**src/sv/utcal_pkg.sv**
```systemverilog
// ----------------------------------------------------------------------------
// utcal_pkg
// Shared types, constants, calendar tables and the sequencer microcode.
// ----------------------------------------------------------------------------
package utcal_pkg;

    localparam int UNIX_W   = 32;
    localparam int REM_W    = 33;   // local time can pass 2^32 with a positive offset
    localparam int CHUNK_W  = 25;   // widest chunk is a leap year in seconds
    localparam int OFF_W    = 5;
    localparam int CFG_IDX_W = 1;
    localparam int YEAR_W   = 12;
    localparam int MONTH_W  = 4;
    localparam int DAY_W    = 5;
    localparam int HOUR_W   = 5;
    localparam int MIN_W    = 6;
    localparam int SEC_W    = 6;
    localparam int WDAY_W   = 3;
    localparam int WEEK_W   = 3;
    localparam int PC_W     = 4;

    localparam logic [YEAR_W-1:0]  EPOCH_YEAR  = 12'd1970;
    localparam logic [YEAR_W-1:0]  NONLEAP_CENTURY = 12'd2100;
    localparam logic [WDAY_W-1:0]  EPOCH_WDAY  = 3'd4;
    localparam logic [MONTH_W-1:0] MON_FEB     = 4'd1;
    localparam logic [MONTH_W-1:0] MON_MAR     = 4'd2;
    localparam logic [MONTH_W-1:0] MON_NOV     = 4'd10;
    localparam logic [MONTH_W-1:0] MON_DEC     = 4'd11;

    // configuration register indexes
    localparam logic [CFG_IDX_W-1:0] REG_UTC_OFFSET = 1'd0;
    localparam logic [CFG_IDX_W-1:0] REG_DST_ENABLE = 1'd1;

    typedef logic [0:0]      op_t;
    typedef logic [2:0]      sel_t;
    typedef logic [PC_W-1:0] pc_t;

    localparam op_t OP_WALK = 1'b0;
    localparam op_t OP_DONE = 1'b1;

    localparam sel_t SEL_YEAR  = 3'd0;
    localparam sel_t SEL_MONTH = 3'd1;
    localparam sel_t SEL_DAY10 = 3'd2;
    localparam sel_t SEL_DAY1  = 3'd3;
    localparam sel_t SEL_HOUR10 = 3'd4;
    localparam sel_t SEL_HOUR1 = 3'd5;
    localparam sel_t SEL_MIN10 = 3'd6;
    localparam sel_t SEL_MIN1  = 3'd7;

    typedef struct packed {
        op_t  op;
        sel_t sel;
        pc_t  jmp;     // target when the chunk was taken
    } ucode_t;

    typedef struct packed {
        logic load;    // item accepted this cycle
        logic run;     // a microcode step executes this cycle
        op_t  op;
        sel_t sel;
    } ctrl_t;

    // Valid for 1970..2106 only: 2100 is the one non-leap century year in that span.
    function automatic logic is_leap(input logic [YEAR_W-1:0] y);
        return (y[1:0] == 2'b00) && (y != NONLEAP_CENTURY);
    endfunction

    function automatic logic [DAY_W-1:0] month_days(input logic [MONTH_W-1:0] m,
                                                    input logic leap);
        logic [DAY_W-1:0] d;
        unique case (m)
            4'd0:    d = 5'd31;
            4'd1:    d = leap ? 5'd29 : 5'd28;
            4'd2:    d = 5'd31;
            4'd3:    d = 5'd30;
            4'd4:    d = 5'd31;
            4'd5:    d = 5'd30;
            4'd6:    d = 5'd31;
            4'd7:    d = 5'd31;
            4'd8:    d = 5'd30;
            4'd9:    d = 5'd31;
            4'd10:   d = 5'd30;
            default: d = 5'd31;
        endcase
        return d;
    endfunction

    function automatic logic [CHUNK_W-1:0] month_secs(input logic [DAY_W-1:0] d);
        logic [CHUNK_W-1:0] s;
        unique case (d)
            5'd28:   s = 25'd2419200;
            5'd29:   s = 25'd2505600;
            5'd30:   s = 25'd2592000;
            default: s = 25'd2678400;
        endcase
        return s;
    endfunction

    function automatic logic [WEEK_W-1:0] week_index(input logic [DAY_W-1:0] d,
                                                     input logic [WDAY_W-1:0] first);
        logic [5:0] v;
        logic [WEEK_W-1:0] w;
        v = 6'(d) + 6'(first) + 6'd1;
        priority if (v >= 6'd35) w = 3'd5;
        else if (v >= 6'd28)     w = 3'd4;
        else if (v >= 6'd21)     w = 3'd3;
        else if (v >= 6'd14)     w = 3'd2;
        else if (v >= 6'd7)      w = 3'd1;
        else                     w = 3'd0;
        return w;
    endfunction

    // Microcode: each walk step repeats while its chunk is taken, then falls through.
    function automatic ucode_t ucode_rom(input pc_t pc);
        ucode_t u;
        unique case (pc)
            4'd0:    u = '{op: OP_WALK, sel: SEL_YEAR,   jmp: 4'd0};
            4'd1:    u = '{op: OP_WALK, sel: SEL_MONTH,  jmp: 4'd1};
            4'd2:    u = '{op: OP_WALK, sel: SEL_DAY10,  jmp: 4'd2};
            4'd3:    u = '{op: OP_WALK, sel: SEL_DAY1,   jmp: 4'd3};
            4'd4:    u = '{op: OP_WALK, sel: SEL_HOUR10, jmp: 4'd4};
            4'd5:    u = '{op: OP_WALK, sel: SEL_HOUR1,  jmp: 4'd5};
            4'd6:    u = '{op: OP_WALK, sel: SEL_MIN10,  jmp: 4'd6};
            4'd7:    u = '{op: OP_WALK, sel: SEL_MIN1,   jmp: 4'd7};
            default: u = '{op: OP_DONE, sel: SEL_YEAR,   jmp: 4'd0};
        endcase
        return u;
    endfunction

endpackage

```
**src/sv/utcal_datapath.sv**
```systemverilog
// ----------------------------------------------------------------------------
// utcal_datapath
// Remainder register with one compare/subtract unit, calendar counters,
// weekday tracking and the daylight-saving decision.
// ----------------------------------------------------------------------------
module utcal_datapath
    import utcal_pkg::*;
(
    input  logic                clk,
    input  ctrl_t               ctrl,
    input  logic [OFF_W-1:0]    offset,
    input  logic                dst_en,
    input  logic [UNIX_W-1:0]   epoch_secs,
    output logic                take,
    output logic [YEAR_W-1:0]   year,
    output logic [MONTH_W-1:0]  month,
    output logic [DAY_W-1:0]    day,
    output logic [HOUR_W-1:0]   hour,
    output logic [MIN_W-1:0]    minute,
    output logic [SEC_W-1:0]    second,
    output logic [WDAY_W-1:0]   day_of_week,
    output logic [WDAY_W-1:0]   first_day_of_week,
    output logic [WEEK_W-1:0]   week_of_month,
    output logic                dst_active
);

    logic [REM_W-1:0]   rem_reg;
    logic [YEAR_W-1:0]  year_reg;
    logic [MONTH_W-1:0] month_reg;
    logic [DAY_W-1:0]   day_reg;
    logic [HOUR_W-1:0]  hour_reg;
    logic [MIN_W-1:0]   min_reg;
    logic [WDAY_W-1:0]  wd_reg;
    logic [WDAY_W-1:0]  first_reg;

    logic signed [UNIX_W+1:0] local_s;
    logic [REM_W-1:0]   local_clamped;
    logic               leap;
    logic [DAY_W-1:0]   mdays;
    logic [CHUNK_W-1:0] chunk;
    logic [2:0]         wd_add;
    logic [3:0]         wd_sum;
    logic [WDAY_W-1:0]  wd_next;
    logic [REM_W-1:0]   rem_next;

    logic [WEEK_W-1:0]  week;
    logic [3:0]         sdow_sum;
    logic [WDAY_W-1:0]  sdow;
    logic [WDAY_W-1:0]  ssun;
    logic               dst;

    assign local_s = $signed({2'b00, epoch_secs})
                   + $signed({{(UNIX_W+2-OFF_W){offset[OFF_W-1]}}, offset})
                   * $signed(34'sd3600);
    assign local_clamped = local_s[UNIX_W+1] ? '0 : local_s[REM_W-1:0];

    assign leap  = is_leap(year_reg);
    assign mdays = month_days(month_reg, leap);

    always_comb
    begin
        chunk  = '0;
        wd_add = 3'd0;
        unique case (ctrl.sel)
            SEL_YEAR:
            begin
                chunk  = leap ? 25'd31622400 : 25'd31536000;
                wd_add = leap ? 3'd2 : 3'd1;
            end
            SEL_MONTH:
            begin
                chunk  = month_secs(mdays);
                wd_add = 3'(mdays - 5'd28);
            end
            SEL_DAY10:
            begin
                chunk  = 25'd864000;
                wd_add = 3'd3;
            end
            SEL_DAY1:
            begin
                chunk  = 25'd86400;
                wd_add = 3'd1;
            end
            SEL_HOUR10: chunk = 25'd36000;
            SEL_HOUR1:  chunk = 25'd3600;
            SEL_MIN10:  chunk = 25'd600;
            default:    chunk = 25'd60;
        endcase
    end

    // months stop at December whatever is left
    assign take = (rem_reg >= {{(REM_W-CHUNK_W){1'b0}}, chunk})
               && !(ctrl.sel == SEL_MONTH && month_reg == MON_DEC);
    assign rem_next = rem_reg - {{(REM_W-CHUNK_W){1'b0}}, chunk};
    assign wd_sum   = {1'b0, wd_reg} + {1'b0, wd_add};
    assign wd_next  = (wd_sum >= 4'd7) ? 3'(wd_sum - 4'd7) : wd_sum[WDAY_W-1:0];

    // daylight-saving decision, on the finished fields
    assign week     = week_index(day_reg, first_reg);
    assign sdow_sum = {1'b0, wd_reg} + 4'd7 - {1'b0, first_reg};
    assign sdow     = (sdow_sum >= 4'd7) ? 3'(sdow_sum - 4'd7) : sdow_sum[WDAY_W-1:0];
    assign ssun     = (first_reg == 3'd0) ? 3'd0 : 3'(4'd7 - {1'b0, first_reg});

    always_comb
    begin
        dst = 1'b0;
        if (dst_en)
        begin
            priority if (month_reg > MON_MAR && month_reg < MON_NOV)
                dst = 1'b1;
            else if (month_reg == MON_MAR && week > 3'd2)
                dst = 1'b1;
            else if (month_reg == MON_MAR && week == 3'd2)
                dst = (sdow > ssun) || (sdow == ssun && hour_reg >= 5'd2);
            else if (month_reg == MON_NOV && week == 3'd1)
                dst = (sdow < ssun) || (sdow == ssun && hour_reg < 5'd1);
            else
                dst = 1'b0;
        end
    end

    always_ff @(posedge clk)
    begin
        if (ctrl.load)
        begin
            rem_reg   <= local_clamped;
            year_reg  <= EPOCH_YEAR;
            month_reg <= '0;
            day_reg   <= 5'd1;
            hour_reg  <= '0;
            min_reg   <= '0;
            wd_reg    <= EPOCH_WDAY;
        end
        else if (ctrl.run && ctrl.op == OP_WALK)
        begin
            if (take)
            begin
                rem_reg <= rem_next;
                wd_reg  <= wd_next;
                unique case (ctrl.sel)
                    SEL_YEAR:   year_reg  <= year_reg + 12'd1;
                    SEL_MONTH:  month_reg <= month_reg + 4'd1;
                    SEL_DAY10:  day_reg   <= day_reg + 5'd10;
                    SEL_DAY1:   day_reg   <= day_reg + 5'd1;
                    SEL_HOUR10: hour_reg  <= hour_reg + 5'd10;
                    SEL_HOUR1:  hour_reg  <= hour_reg + 5'd1;
                    SEL_MIN10:  min_reg   <= min_reg + 6'd10;
                    default:    min_reg   <= min_reg + 6'd1;
                endcase
            end
            else if (ctrl.sel == SEL_MONTH)
            begin
                first_reg <= wd_reg;
            end
        end
    end

    always_ff @(posedge clk)
    begin
        if (ctrl.run && ctrl.op == OP_DONE)
        begin
            year              <= year_reg;
            month             <= month_reg;
            day               <= day_reg;
            hour              <= hour_reg + {4'd0, dst};
            minute            <= min_reg;
            second            <= rem_reg[SEC_W-1:0];
            day_of_week       <= wd_reg;
            first_day_of_week <= first_reg;
            week_of_month     <= week;
            dst_active        <= dst;
        end
    end

endmodule

```
**src/sv/unix_time_to_calendar_dst_core.sv**
```systemverilog
// ----------------------------------------------------------------------------
// unix_time_to_calendar_dst_core
// Unix seconds to local calendar date and time with US daylight saving.
// ----------------------------------------------------------------------------
// Usage:
//   Pulse start with epoch_secs while busy is low; the item is taken on that
//   edge and busy rises. A microcoded sequencer walks years, months, tens of
//   days, days, tens of hours, hours, tens of minutes and minutes with one
//   shared compare/subtract unit, one chunk per cycle. When the walk ends the
//   fields are registered and done is high for exactly one cycle; the fields
//   then hold until the next item finishes.
//   One item is in flight at a time; the next start is taken in the cycle
//   done is high. The year walk takes the most steps of the walk.
//   Configuration: wr_en with wr_index selects utc_offset_hours (index 0,
//   signed 5 bits) or dst_enable (index 1), write only while busy is low.
//   Reset clears the sequencer and both registers (offset 0, no DST).
//   done cannot be stalled by the receiver.
// ----------------------------------------------------------------------------
module unix_time_to_calendar_dst_core
    import utcal_pkg::*;
(
    input  logic                  clk,
    input  logic                  rst_n,
    input  logic                  start,
    output logic                  busy,
    input  logic [UNIX_W-1:0]     epoch_secs,
    input  logic                  wr_en,
    input  logic [CFG_IDX_W-1:0]  wr_index,
    input  logic [OFF_W-1:0]      wr_data,
    output logic                  done,
    output logic [YEAR_W-1:0]     year,
    output logic [MONTH_W-1:0]    month,
    output logic [DAY_W-1:0]      day,
    output logic [HOUR_W-1:0]     hour,
    output logic [MIN_W-1:0]      minute,
    output logic [SEC_W-1:0]      second,
    output logic [WDAY_W-1:0]     day_of_week,
    output logic [WDAY_W-1:0]     first_day_of_week,
    output logic [WEEK_W-1:0]     week_of_month,
    output logic                  dst_active
);

    logic             busy_reg;
    logic             done_reg;
    pc_t              pc_reg;
    pc_t              pc_next;
    logic [OFF_W-1:0] offset_reg;
    logic             dst_en_reg;

    ucode_t uword;
    ctrl_t  ctrl;
    logic   accept;
    logic   take;

    assign accept = start && !busy_reg;
    assign uword  = ucode_rom(pc_reg);

    assign ctrl.load = accept;
    assign ctrl.run  = busy_reg;
    assign ctrl.op   = uword.op;
    assign ctrl.sel  = uword.sel;

    assign pc_next = take ? uword.jmp : pc_reg + 4'd1;

    always_ff @(posedge clk or negedge rst_n)
    begin
        if (!rst_n)
        begin
            busy_reg <= 1'b0;
            done_reg <= 1'b0;
            pc_reg   <= '0;
        end
        else
        begin
            done_reg <= busy_reg && uword.op == OP_DONE;
            if (accept)
            begin
                busy_reg <= 1'b1;
                pc_reg   <= '0;
            end
            else if (busy_reg)
            begin
                if (uword.op == OP_DONE)
                begin
                    busy_reg <= 1'b0;
                end
                else
                begin
                    pc_reg <= pc_next;
                end
            end
        end
    end

    always_ff @(posedge clk or negedge rst_n)
    begin
        if (!rst_n)
        begin
            offset_reg <= '0;
            dst_en_reg <= 1'b0;
        end
        else if (wr_en)
        begin
            unique case (wr_index)
                REG_UTC_OFFSET: offset_reg <= wr_data;
                default:        dst_en_reg <= wr_data[0];
            endcase
        end
    end

    utcal_datapath u_datapath (
        .clk               (clk),
        .ctrl              (ctrl),
        .offset            (offset_reg),
        .dst_en            (dst_en_reg),
        .epoch_secs        (epoch_secs),
        .take              (take),
        .year              (year),
        .month             (month),
        .day               (day),
        .hour              (hour),
        .minute            (minute),
        .second            (second),
        .day_of_week       (day_of_week),
        .first_day_of_week (first_day_of_week),
        .week_of_month     (week_of_month),
        .dst_active        (dst_active)
    );

    assign busy = busy_reg;
    assign done = done_reg;

endmodule
```
**config.mk**
```make
export PLATFORM = sky130hd
export DESIGN_NAME = unix_time_to_calendar_dst_core
export DESIGN_NICKNAME = d
export VERILOG_FILES = /design/src/sv/utcal_pkg.sv /design/src/sv/utcal_datapath.sv /design/src/sv/unix_time_to_calendar_dst_core.sv
export SDC_FILE = /design/constraint.sdc
export NUM_CORES = 1
export LEC_CHECK = 0
export ABC_AREA = 1
export BUFFER_PORTS_ARGS = -buffer_cell sky130_fd_sc_hd__buf_2
export CORE_ASPECT_RATIO = 1.4
export CORE_MARGIN = 2
export CORE_UTILIZATION = 45
export CTS_CLUSTER_SIZE = 40
export DETAILED_ROUTE_END_ITERATION = 12
export PLACE_DENSITY = 0.66
export SETUP_SLACK_MARGIN = 0.5
export SYNTH_ARGS = -nofsm -noshare
export SYNTH_HDL_FRONTEND = slang
export SYNTH_SLANG_ARGS = --single-unit
export TNS_END_PERCENT = 100
```
**constraint.sdc**
```tcl
create_clock -name clk -period 5.44 [get_ports clk]
set_input_delay 1.088 -clock clk [delete_from_list [all_inputs] [get_ports clk]]
set_output_delay 1.088 -clock clk [all_outputs]
set_load 0.05 [all_outputs]
```
Word-level counts from Yosys, hierarchy flattened --
Memories as Yosys holds them, arrays and structs flattened. Index checks and enable logic that the tools add are counted.
Word-level totals: output and inout bits 50, register bits after elaboration 131, input bits 42, memories kept 1, word-level logic and storage cells 159, bits in read-only memories 48
Operators by class: bitwise operators 5, $add $sub $neg 21, $lt $le $gt $ge 15, mux-type cells 35, reduce and logical (&&, ||, !) cells 37, equality and inequality tests 21, multipliers 1
Memory list:
- (no name shown) | depth 8, width 6, read ports 1, clocked after Yosys merged registers in 0, write ports 0, line utcal_pkg.sv:116 | unique case (pc)
Operators by type and width (number):
- one-hot mux 25 bit (7 select lines) | 1
- 2-to-1 mux 33 bit | 4
- one-hot mux 20 bit (3 select lines) | 1
- adder 33 x 34 -> 34 bit | 1
- >= comparator 33 x 25 -> 1 bit | 1
- subtractor 33 x 25 -> 33 bit | 1
- 2-to-1 mux 3 bit | 7
- one-hot mux 5 bit (2 select lines) | 2
- 2-to-1 mux 18 bit | 1
- 2-to-1 mux 4 bit | 4
- == test 5 bit, second input constant | 3
- AND reduction 3 bit | 5
- multiplier 5 x 9 -> 14 bit, second input constant | 1
- adder 12 x 1 -> 12 bit, second input constant | 1
- adder 6 x 1 -> 6 bit, second input constant | 2
- == test 4 bit, second input constant | 3
- >= comparator 6 x 5 -> 1 bit, second input constant | 2
- logical AND 1 bit | 12
- inequality test 12 bit, second input constant | 1
- one-hot mux 3 bit (4 select lines) | 1
- one-hot mux 6 bit (2 select lines) | 1
- adder 5 x 1 -> 5 bit, second input constant | 2
- adder 5 x 4 -> 5 bit, second input constant | 2
- 2-to-1 mux 1 bit | 10
- 41 further kinds | 66

Longest topological paths before layout --
Gate-level depths: netlist of the first run.
word-level depth 16, mapped depth 27, depth with buffers taken out 27

Cells and area by module --
From an unflattened synthesis of the first run, not the netlist that was laid out.
Second synthesis, totals: cells, all modules 1521, area total of the unflattened synthesis 11013.1 um2
By module, submodules not included:
- utcal_datapath | times used 1, area an instance 10452.5 um2, cells each 1447, seq. area each 3223.1 um2
- unix_time_to_calendar_dst_core | times used 1, area an instance 560.5 um2, cells each 74, seq. area each 300.3 um2

Worst setup path before layout of the first run --
OpenSTA, ideal clock, no wires.
path kind register -> register, start point reg offset_reg[4], end point reg u_datapath.rem_reg[28] (data pin), cell stages (with the launch flop) 21, required time 5.187 ns, clock period less this slack 5.395 ns, path buffers 1, path slack 0.045 ns, setup time 0.253 ns, arrival time 5.142 ns, cells stage by stage dfrtp_1 -> fa_1 -> inv_1 -> fa_1 -> fa_1 -> fa_1 -> o21ai_1 -> nand2_1 -> o21ai_1 -> ha_1 -> a21oi_1 -> nor2_1 -> nor2_1 -> o21bai_1 -> a21oi_1 -> nand2_1 -> nand2_1 -> nand2_2 -> buf_6 -> nand2_1 -> nand2_1
Between the ends: cells in the longest elaborated chain, start to end 4
RTL lines:
- start, declared | line unix_time_to_calendar_dst_core.sv:47 | logic [OFF_W-1:0] offset_reg;
- start signal, assigned | line unix_time_to_calendar_dst_core.sv:105 | REG_UTC_OFFSET: offset_reg <= wr_data;
- multiplier 5 x 9 -> 14 bit | line utcal_datapath.sv:54 | * $signed(34'sd3600);
- adder 33 x 34 -> 34 bit | line utcal_datapath.sv:53 | + $signed({{(UNIX_W+2-OFF_W){offset[OFF_W-1]}}, offset})
- 2-to-1 mux 33 bit | line utcal_datapath.sv:55 | assign local_clamped = local_s[UNIX_W+1] ? '0 : local_s[REM_W-1:0];
- 2-to-1 mux 33 bit | line utcal_datapath.sv:125 | if (ctrl.load)
- end signal, assigned | line utcal_datapath.sv:127 | rem_reg <= local_clamped;
- end signal, assigned | line utcal_datapath.sv:139 | rem_reg <= rem_next;
- end, declared | line utcal_datapath.sv:27 | logic [REM_W-1:0] rem_reg;
Every way passes these cells. A chain may end at the register's enable or synchronous reset.

Worst setup path after layout of the first run --
start point reg offset_reg[2], end point reg u_datapath.rem_reg[13] (data pin)
Same word-level chain as after synthesis.

==> metrics.md, run 1 <==
| Metric | Value |
|---|---|
| Run status | completed |
| Height of the die | 188 um |
| Synth warn | 0 |
| Post-synth EDFFs | 84 |
| Cell area after layout | 13100 um^2 |
| Tcrit/Tclk final | 0.892 |
| Routed wire length | 31500 um |
| Reg power frac | 0.202 |
| Die area | 25400 um^2 |
| Static leakage | 6.05 nW |
| Clock Tree Root | clkbuf_16 |
| Clk pwr share | 0.137 |
| Crit Path Max Fanout | 7 |
| Max-slew violation count | 0 |
| Logic pwr share | 0.661 |
| Post-Syn Instances | 1493 |
| P_sw | 4.39 mW |
| Switching Share | 0.506 |
| Starting Density | 0.457 |
| # diodes | 0 |
| GR Layer Usage met1 | 0.269 |
| Clock Tree Buf Depth | 2 |
| Cells after DPL | 1888 |
| Max-cap violations | 0 |
| Syn nets | 1650 |
| Routing usage on met3 | 0.0373 |
| Drt wl/cell | 16.3 um |
| Asr flop ratio synth | 0.0916 |
| Drt via density | 5.36 |
| Peak VDD IR | 0.000333 V |
| Mapped Area | 10900 um^2 |
| DRT iter0 DRCs | 596 |
| Number of global-route vias before repair | 10.2k |
| FMAX | 206 MHz |
| Clock Latency Late Sink | 0.44 ns |
| Avg Inst Size Synth | 7.28 um^2 |
| First-pass GRT wire length | 50300 um |
| Measured slew at the worst slew-check pin | 1.04 ns |
| Final worst path period need | 4.85 ns |
| GPL Wtd Cong | 0.977 |
| Ports | 92 |
| Most frequent cells in the layout | nand2_1, inv_1, nor2_1 |
| GR Overflow Total | 0 |
| Total core area | 23800 um^2 |
| Hold_buf cts | 0 |
| Max reg flops | 33 |
| Busiest grt layer | met2 |
| CTS tree | built |
| Hpwl dp | 24000 um |
| Leading cell type in the layout, fill and taps excluded | nand2_1 |
| Setup TNS | 0 ns |
| Count of cell types in the netlist | 47 |
| Synthesis-stage register bit count | 131 |
| Total power | 8.68 mW |
| Initial antenna violation count | 0 |
| Buffers on Ports | 91 |
| RSZ-0062 raised after global routing | yes |
| CP endpoint kind | flip-flop |
| Skew final | 0.0120 ns |
| # H-tree levels | 4 |
| Largest net degree at the start of global routing | 50 |
| Met2 Use GR | 0.472 |
| Register area | 3520 um^2 |
| GRT Total Usage | 0.252 |
| Worst min path class | flip-flop to flip-flop |
| Startpoint types | flip-flop |
| Fin cells | 1936 |
| PD cells | 663 nW/um^2 |
| Flop2flop setup slack | 0.59 ns |
| Die span in x | 135 um |
| Footprint of the multi-input gates | 7080 um^2 |
| Placed cell areas | 11800 um^2 |
| Pre-antenna DRT Iters | 6 |
| Sequential fraction of the synthesis area | 0.324 |
| Share of cells above drive strength 1 | 0.169 |
| Final-report hold violation count | 0 |
| Clock slew at reported path FFs | 0.06 ns |
| Top FF cell, synth | edfxtp_1 |
| Fillers | 2283 |
| Layout net count | 1770 |
| DRC Markers | 0 |
| CTS buffer count | 17 |
| Antenna viol nets, final | 0 |
| Cell Int Power | 4.28 mW |
| Row count | 67 |
| WP data arrival | 5.03 ns |
| Slew headroom | 0.309 |
| Final Setup Violations | 0 |
| Clock Sinks | 131 |
| Critical path type | flip-flop to flip-flop |
| Layout area overhead | 20.3% |
| WP data required | 5.62 ns |
| Routed via count | 10.4k |
-- power groups by stage --
stage               sequential (mW)  combinational [mW]  clock (mW)
finish                         1.75                5.74        1.19
global route                   1.78                6.46        1.25
CTS                            1.75                5.26        1.21
detailed placement             1.77                5.15           0
global placement               1.76                5.10           0
floorplan                      1.68                3.86           0
-- cell type report --
class                   instances  share of cell area
flip-flops and latches        131               0.269
inverters                     191              0.0551
clock inverters                15              0.0140
well taps                     310              0.0297
repair buffers                121              0.0584
multi-input cells            1151               0.541
clock buffers                  17              0.0325
-- what timing repair did --
item | in CTS | in global routing
cloned | 2 | 1
setup buffers | 1 | 12
setup endpoints to repair | 33 | 79
pin swaps | 5 | 22
gates resized for setup | 24 | 101
-- critical path, stage by stage, from the launching register on --
cell and delay (ns):
dfrtp_1 0.40, fa_1 0.53, inv_1 0.05, fa_1 0.47
fa_1 0.55, fa_2 0.40, o21ai_4 0.17, nand2_4 0.11
nand2_4 0.11, o21ai_4 0.07, buf_12 0.15, buf_8 0.14
buf_4 0.13, buf_4 0.15, ha_1 0.23, a21oi_2 0.12
o21ai_1 0.10, a21oi_4 0.21, nand3_2 0.14, nand2_4 0.13
clkbuf_16 0.17, o22ai_1 0.06
-- cell families (layout without fill, tap and decap cells) --
family / Yosys count / after routing / synth area share
buf+inv: 213 / 344 / 0.0757
compound gates: 237 / 238 / 0.118
mux: 2 / 2 / 0.00207
simple gates: 737 / 738 / 0.294
fa+ha+maj: 115 / 115 / 0.140
flops: 131 / 131 / 0.324
xor+xnor: 58 / 58 / 0.0467
-- cell usage after synthesis, types with 3 or more instances --
cell / n / area, um^2
nand2_1: 372 / 1400
inv_1: 185 / 694
nor2_1: 147 / 552
nand3_1: 122 / 611
a21oi_1: 109 / 546
ha_1: 104 / 1300
o21ai_0: 86 / 430
edfxtp_1: 84 / 2520
nand4_1: 37 / 231
dfxtp_1: 35 / 701
xor2_1: 34 / 298
xnor2_1: 24 / 210
nor3_1: 19 / 95.1
clkbuf_1: 13 / 48.8
dfrtp_1: 12 / 300
fa_1: 11 / 220
o21bai_1: 11 / 82.6
a21o_1: 9 / 67.6
or2_2: 8 / 50.1
nor2_2: 7 / 43.8
nand3b_1: 6 / 45.0
nor4_1: 6 / 37.5
a21boi_0: 5 / 37.5
inv_2: 4 / 15.0
o21ai_1: 4 / 20.0
buf_1: 3 / 11.3
buf_2: 3 / 15.0
nand2_2: 3 / 18.8
o211ai_1: 3 / 22.5
-- worst paths after layout --
check | from | end | depth (start not counted)
worst max register to register | offset_reg[2] | u_datapath.rem_reg[13] | 21
max in group asynchronous | rst_n | offset_reg[4] | 1
worst max-delay path | offset_reg[2] | u_datapath.rem_reg[13] | 21
worst min-delay path | u_datapath.rem_reg[0] | u_datapath.second[0] | 0
worst min register to register | u_datapath.rem_reg[0] | u_datapath.second[0] | 0
min in group asynchronous | rst_n | done | 1
-- routing by layer --
metal | vias to the layer above | share of wire
met5 | - | 0
met4 | 0 | 0.053
met3 | 99 | 0.034
met2 | 274 | 0.53
met1 | 4772 | 0.38
li1 | 5238 | -
-- through the flow --
stage               setup slack [ns]  hold slack (ns)   util
floorplan                      0.507            0.403      -
detailed placement             0.170            0.438  0.494
global route                   0.433            0.459  0.549
CTS                            0.539            0.452  0.524
finish                         0.588            0.450  0.549
global placement               0.194            0.431  0.494
Note: power is estimated with default switching activity, not from simulation.
==> run 2: changes to the inputs <==
SLEW_MARGIN = 25   (was not set)
SYNTH_HIERARCHICAL = 1   (was not set)
==> metrics.md, run 2 <==
| Metric | Value |
|---|---|
| Footprint of the multi-input gates | 6980 um^2 (-1.3%) |
| CP Launch Point | offset_reg[4] |
| Largest net degree at the start of global routing | 62 (+24%) |
| Run status | completed |
| Top-area cell type share of the netlist area | 0.229 (-0.00293) |
| Starting Density | 0.459 (+0.00260) |
| Avg Inst Size Synth | 7.24 um^2 (-0.59%) |
| Hold Path Sink | u_datapath/second[0] |
| Max-slew violation count | 0 (unchanged) |
| Clock Tree Root | clkbuf_16 |
| Top FF cell, synth | edfxtp_1 |
| WP data arrival | 5.30 ns (+0.27 ns) |
| Register area | 3520 um^2 (about the same) |
| Row count | 67 (unchanged) |
| Initial antenna violation count | 0 (unchanged) |
| Layout net count | 1796 (+1.5%) |
| CTS buffer count | 17 (unchanged) |
| Clock Sinks | 131 (unchanged) |
| Final-report hold violation count | 0 (unchanged) |
| Clock Latency Late Sink | 0.43 ns (about the same) |
| Layout area overhead | 18.8% |
| GPL Wtd Cong | 0.966 (-1.1%) |
| Static leakage | 6.27 nW (+3.7%) |
| Asr flop ratio synth | 0.0916 (unchanged) |
| Mapped Area | 11000 um^2 (+1.3%) |
| Reg2reg start | offset_reg[4] |
| Post-Syn Instances | 1521 (+1.9%) |
| Util after Layout | 0.546 (-0.00374) |
| Min-delay src | u_datapath/rem_reg[0] |
| Die span in x | 136 um (+0.62%) |
| Number of global-route vias before repair | 10.2k (+0.54%) |
| Leading cell type in the layout, fill and taps excluded | nand2_1 |
| Startpoint types | flip-flop |
| Top delay family on crit path | adder cells |
| Pre-antenna DRT Iters | 5 (-1) |
| Ports | 92 (unchanged) |
| Most frequent cells in the layout | nand2_1, inv_1, nand3_1 |
| GRT Total Usage | 0.239 (-0.0131) |
| CTS tree | built |
| First-pass GRT wire length | 48500 um (-3.5%) |
| Skew final | 0.00695 ns (-0.00500 ns) |
| Worst min path class | flip-flop to flip-flop |
| Total power | 9.09 mW (+4.7%) |
| Buf/Inv on CP | 6 (unchanged) |
| CP endpoint kind | flip-flop |
| CP max-delay cell | fa_1 |
| Crit Path Max Fanout | 8 (+1) |
| Fillers | 2347 (+2.8%) |
| Reg2reg path depth | 23 (+9.5%) |
| Tcrit/Tclk final | 0.920 (+0.0276) |
| Final Setup Violations | 0 (unchanged) |
| Critical path type | flip-flop to flip-flop |
| RSZ-0062 raised after global routing | yes |
| Synth area leaders | edfxtp_1, nand2_1, ha_1 |
| Buffers on Ports | 91 (unchanged) |
| WHS Path Cells | 0 (unchanged) |
| Sequential fraction of the synthesis area | 0.320 (-0.00409) |
| GR Overflow Total | 0 (unchanged) |
| Antenna viol nets, final | 0 (unchanged) |
| Placed cell areas | 11900 um^2 (+1.5%) |
| Synth warn | 6 (+6) |
| PD cells | 695 nW/um^2 (+4.7%) |
| Routed wire length | 30400 um (-3.5%) |
| Synth top cells by count | nand2_1, inv_1, nand3_1 |
| Post-synth EDFFs | 84 (unchanged) |
| Critical path cell sequence | fa_1 -> inv_2 -> fa_1 -> fa_1 -> fa_2 -> o221ai_4 -> nand2_2 -> nand2_4 -> clkinvlp_4 -> clkbuf_16 -> ha_4 -> nand2_4 -> inv_2 -> a21oi_2 -> nor2_1 -> nor2_1 -> inv_1 -> a21oi_2 -> buf_4 -> nand3_4 -> nand2_8 -> nand3_1 -> nand2_1 |
| # diodes | 0 (unchanged) |
| Hpwl dp | 23700 um (-1.1%) |
| Drt via density | 5.32 (-0.80%) |
| Flop2flop setup slack | 0.44 ns (-0.15 ns) |
| Share of cells above drive strength 1 | 0.157 (-0.0118) |
| Max reg flops | 33 (unchanged) |
| Max-cap violations | 0 (unchanged) |
| Die area | 25800 um^2 (+1.2%) |
| FF-to-FF End | u_datapath/rem_reg[2] |
| DRT iter0 DRCs | 570 (-4.4%) |
| Final worst path period need | 5.00 ns (+0.150 ns) |
| Measured slew at the worst slew-check pin | 0.972 ns (-0.0630 ns) |
| Count of cell types in the netlist | 48 (+2.1%) |
| Largest stage delay, worst path | 0.56 ns (about the same) |
| Hold_buf cts | 0 (unchanged) |
| CP most frequent cell | fa_1 |
| WP data required | 5.73 ns (+0.11 ns) |
| # H-tree levels | 4 (unchanged) |
| Area leader, netlist | edfxtp_1 |
| Setup TNS | 0 ns (unchanged) |
| Routed via count | 10.4k (+0.59%) |
| Clock slew at reported path FFs | 0.06 ns (about the same) |
| Slew headroom | 0.352 (+0.0430) |
| Height of the die | 189 um (+0.62%) |
| DRC Markers | 0 (unchanged) |
| Drt wl/cell | 15.5 um (-4.9%) |
| Peak VDD IR | 0.000442 V (+33%) |
| Cell area after layout | 13100 um^2 (about the same) |
| Total core area | 24000 um^2 (+0.70%) |
| FMAX | 200 MHz (-3.0%) |
| Syn nets | 1677 (+1.6%) |
| Most frequent cell after synthesis | nand2_1 |
| Clock Tree Buf Depth | 2 (unchanged) |
| Synthesis-stage register bit count | 131 (unchanged) |
## run 2: changes by cell type after synthesis, moves of 4 or more
cell / delta
inv_1: +19
o21ai_1: -4
nand3_1: +20
nand4_1: -5
xnor2_1: -6
nand2_1: +17
o21ai_0: -14
nor2_1: -12
a21oi_1: -14
nor3_1: +4
## run 2: where the power goes
part           switching (mW)  internal (mW)  leakage, nW
logic                    3.90           2.13         4.72
clock network           0.454          0.770        0.302
registers               0.281           1.54         1.25
## run 2: repair_timing
item / CTS / global route
endpoints found under the setup margin: 36 / 36
gates cloned: 2 / 3
buffers inserted: 9 / 3
pin swaps: 11 / 29
resized for setup: 33 / 38
## run 2: per-layer routing
layer,track usage,vias up,part of all wire
met5,0,-,0
met4,0.124,0,0.047
met2,0.454,246,0.54
met3,0.0246,78,0.030
li1,-,5311,-
met1,0.255,4809,0.38
## run 2: worst max path at each step
| stage | to | slack, ns | depth (start not counted) |
|---|---|---|---|
| 2_1_floorplan | u_datapath/rem_reg[23] | 0.52 | 23 |
| 3_3_place_gp | u_datapath/rem_reg[28] | 0.18 | 23 |
| 3_5_place_dp | u_datapath/rem_reg[26] | 0.1 | 23 |
| 4_1_cts | u_datapath/rem_reg[26] | 0.42 | 23 |
| 5_1_grt | u_datapath/rem_reg[2] | 0.23 | 23 |
| 6_report | u_datapath/rem_reg[2] | 0.44 | 23 |
## run 2: per-stage QoR
stage               instances  hold WS [ns]  setup slack, ns
floorplan                1521         0.406            0.523
global placement         1914         0.436            0.177
detailed placement       1914         0.452           0.0972
CTS                      1957         0.466            0.421
global route             1963         0.469            0.229
finish                   1963         0.460            0.438
## run 2: cell type report
cell class / instances / share of cell area
multi-input combinational: 1156 / 0.534
sequential: 131 / 0.269
inverter: 211 / 0.0608
timing repair buffer: 123 / 0.0583
clock buffer: 17 / 0.0325
tap: 310 / 0.0296
clock inverter: 15 / 0.0157
## run 2: cell families after synthesis
family,Yosys count,synth area share
fa+ha+maj,114,0.137
compound gates,209,0.104
buf+inv,237,0.0848
mux,2,0.00204
simple gates,778,0.312
xor+xnor,50,0.0398
flops,131,0.320
## run 2: worst reg2reg max path: stages (launching register included)
cell and delay [ns]:
dfrtp_1 0.41, fa_1 0.56, inv_2 0.04, fa_1 0.45
fa_1 0.52, fa_2 0.39, o221ai_4 0.22, nand2_2 0.09
nand2_4 0.10, clkinvlp_4 0.17, clkbuf_16 0.21, ha_4 0.24
nand2_4 0.08, inv_2 0.05, a21oi_2 0.14, nor2_1 0.07
nor2_1 0.15, inv_1 0.07, a21oi_2 0.15, buf_4 0.15
nand3_4 0.19, nand2_8 0.19, nand3_1 0.10, nand2_1 0.12
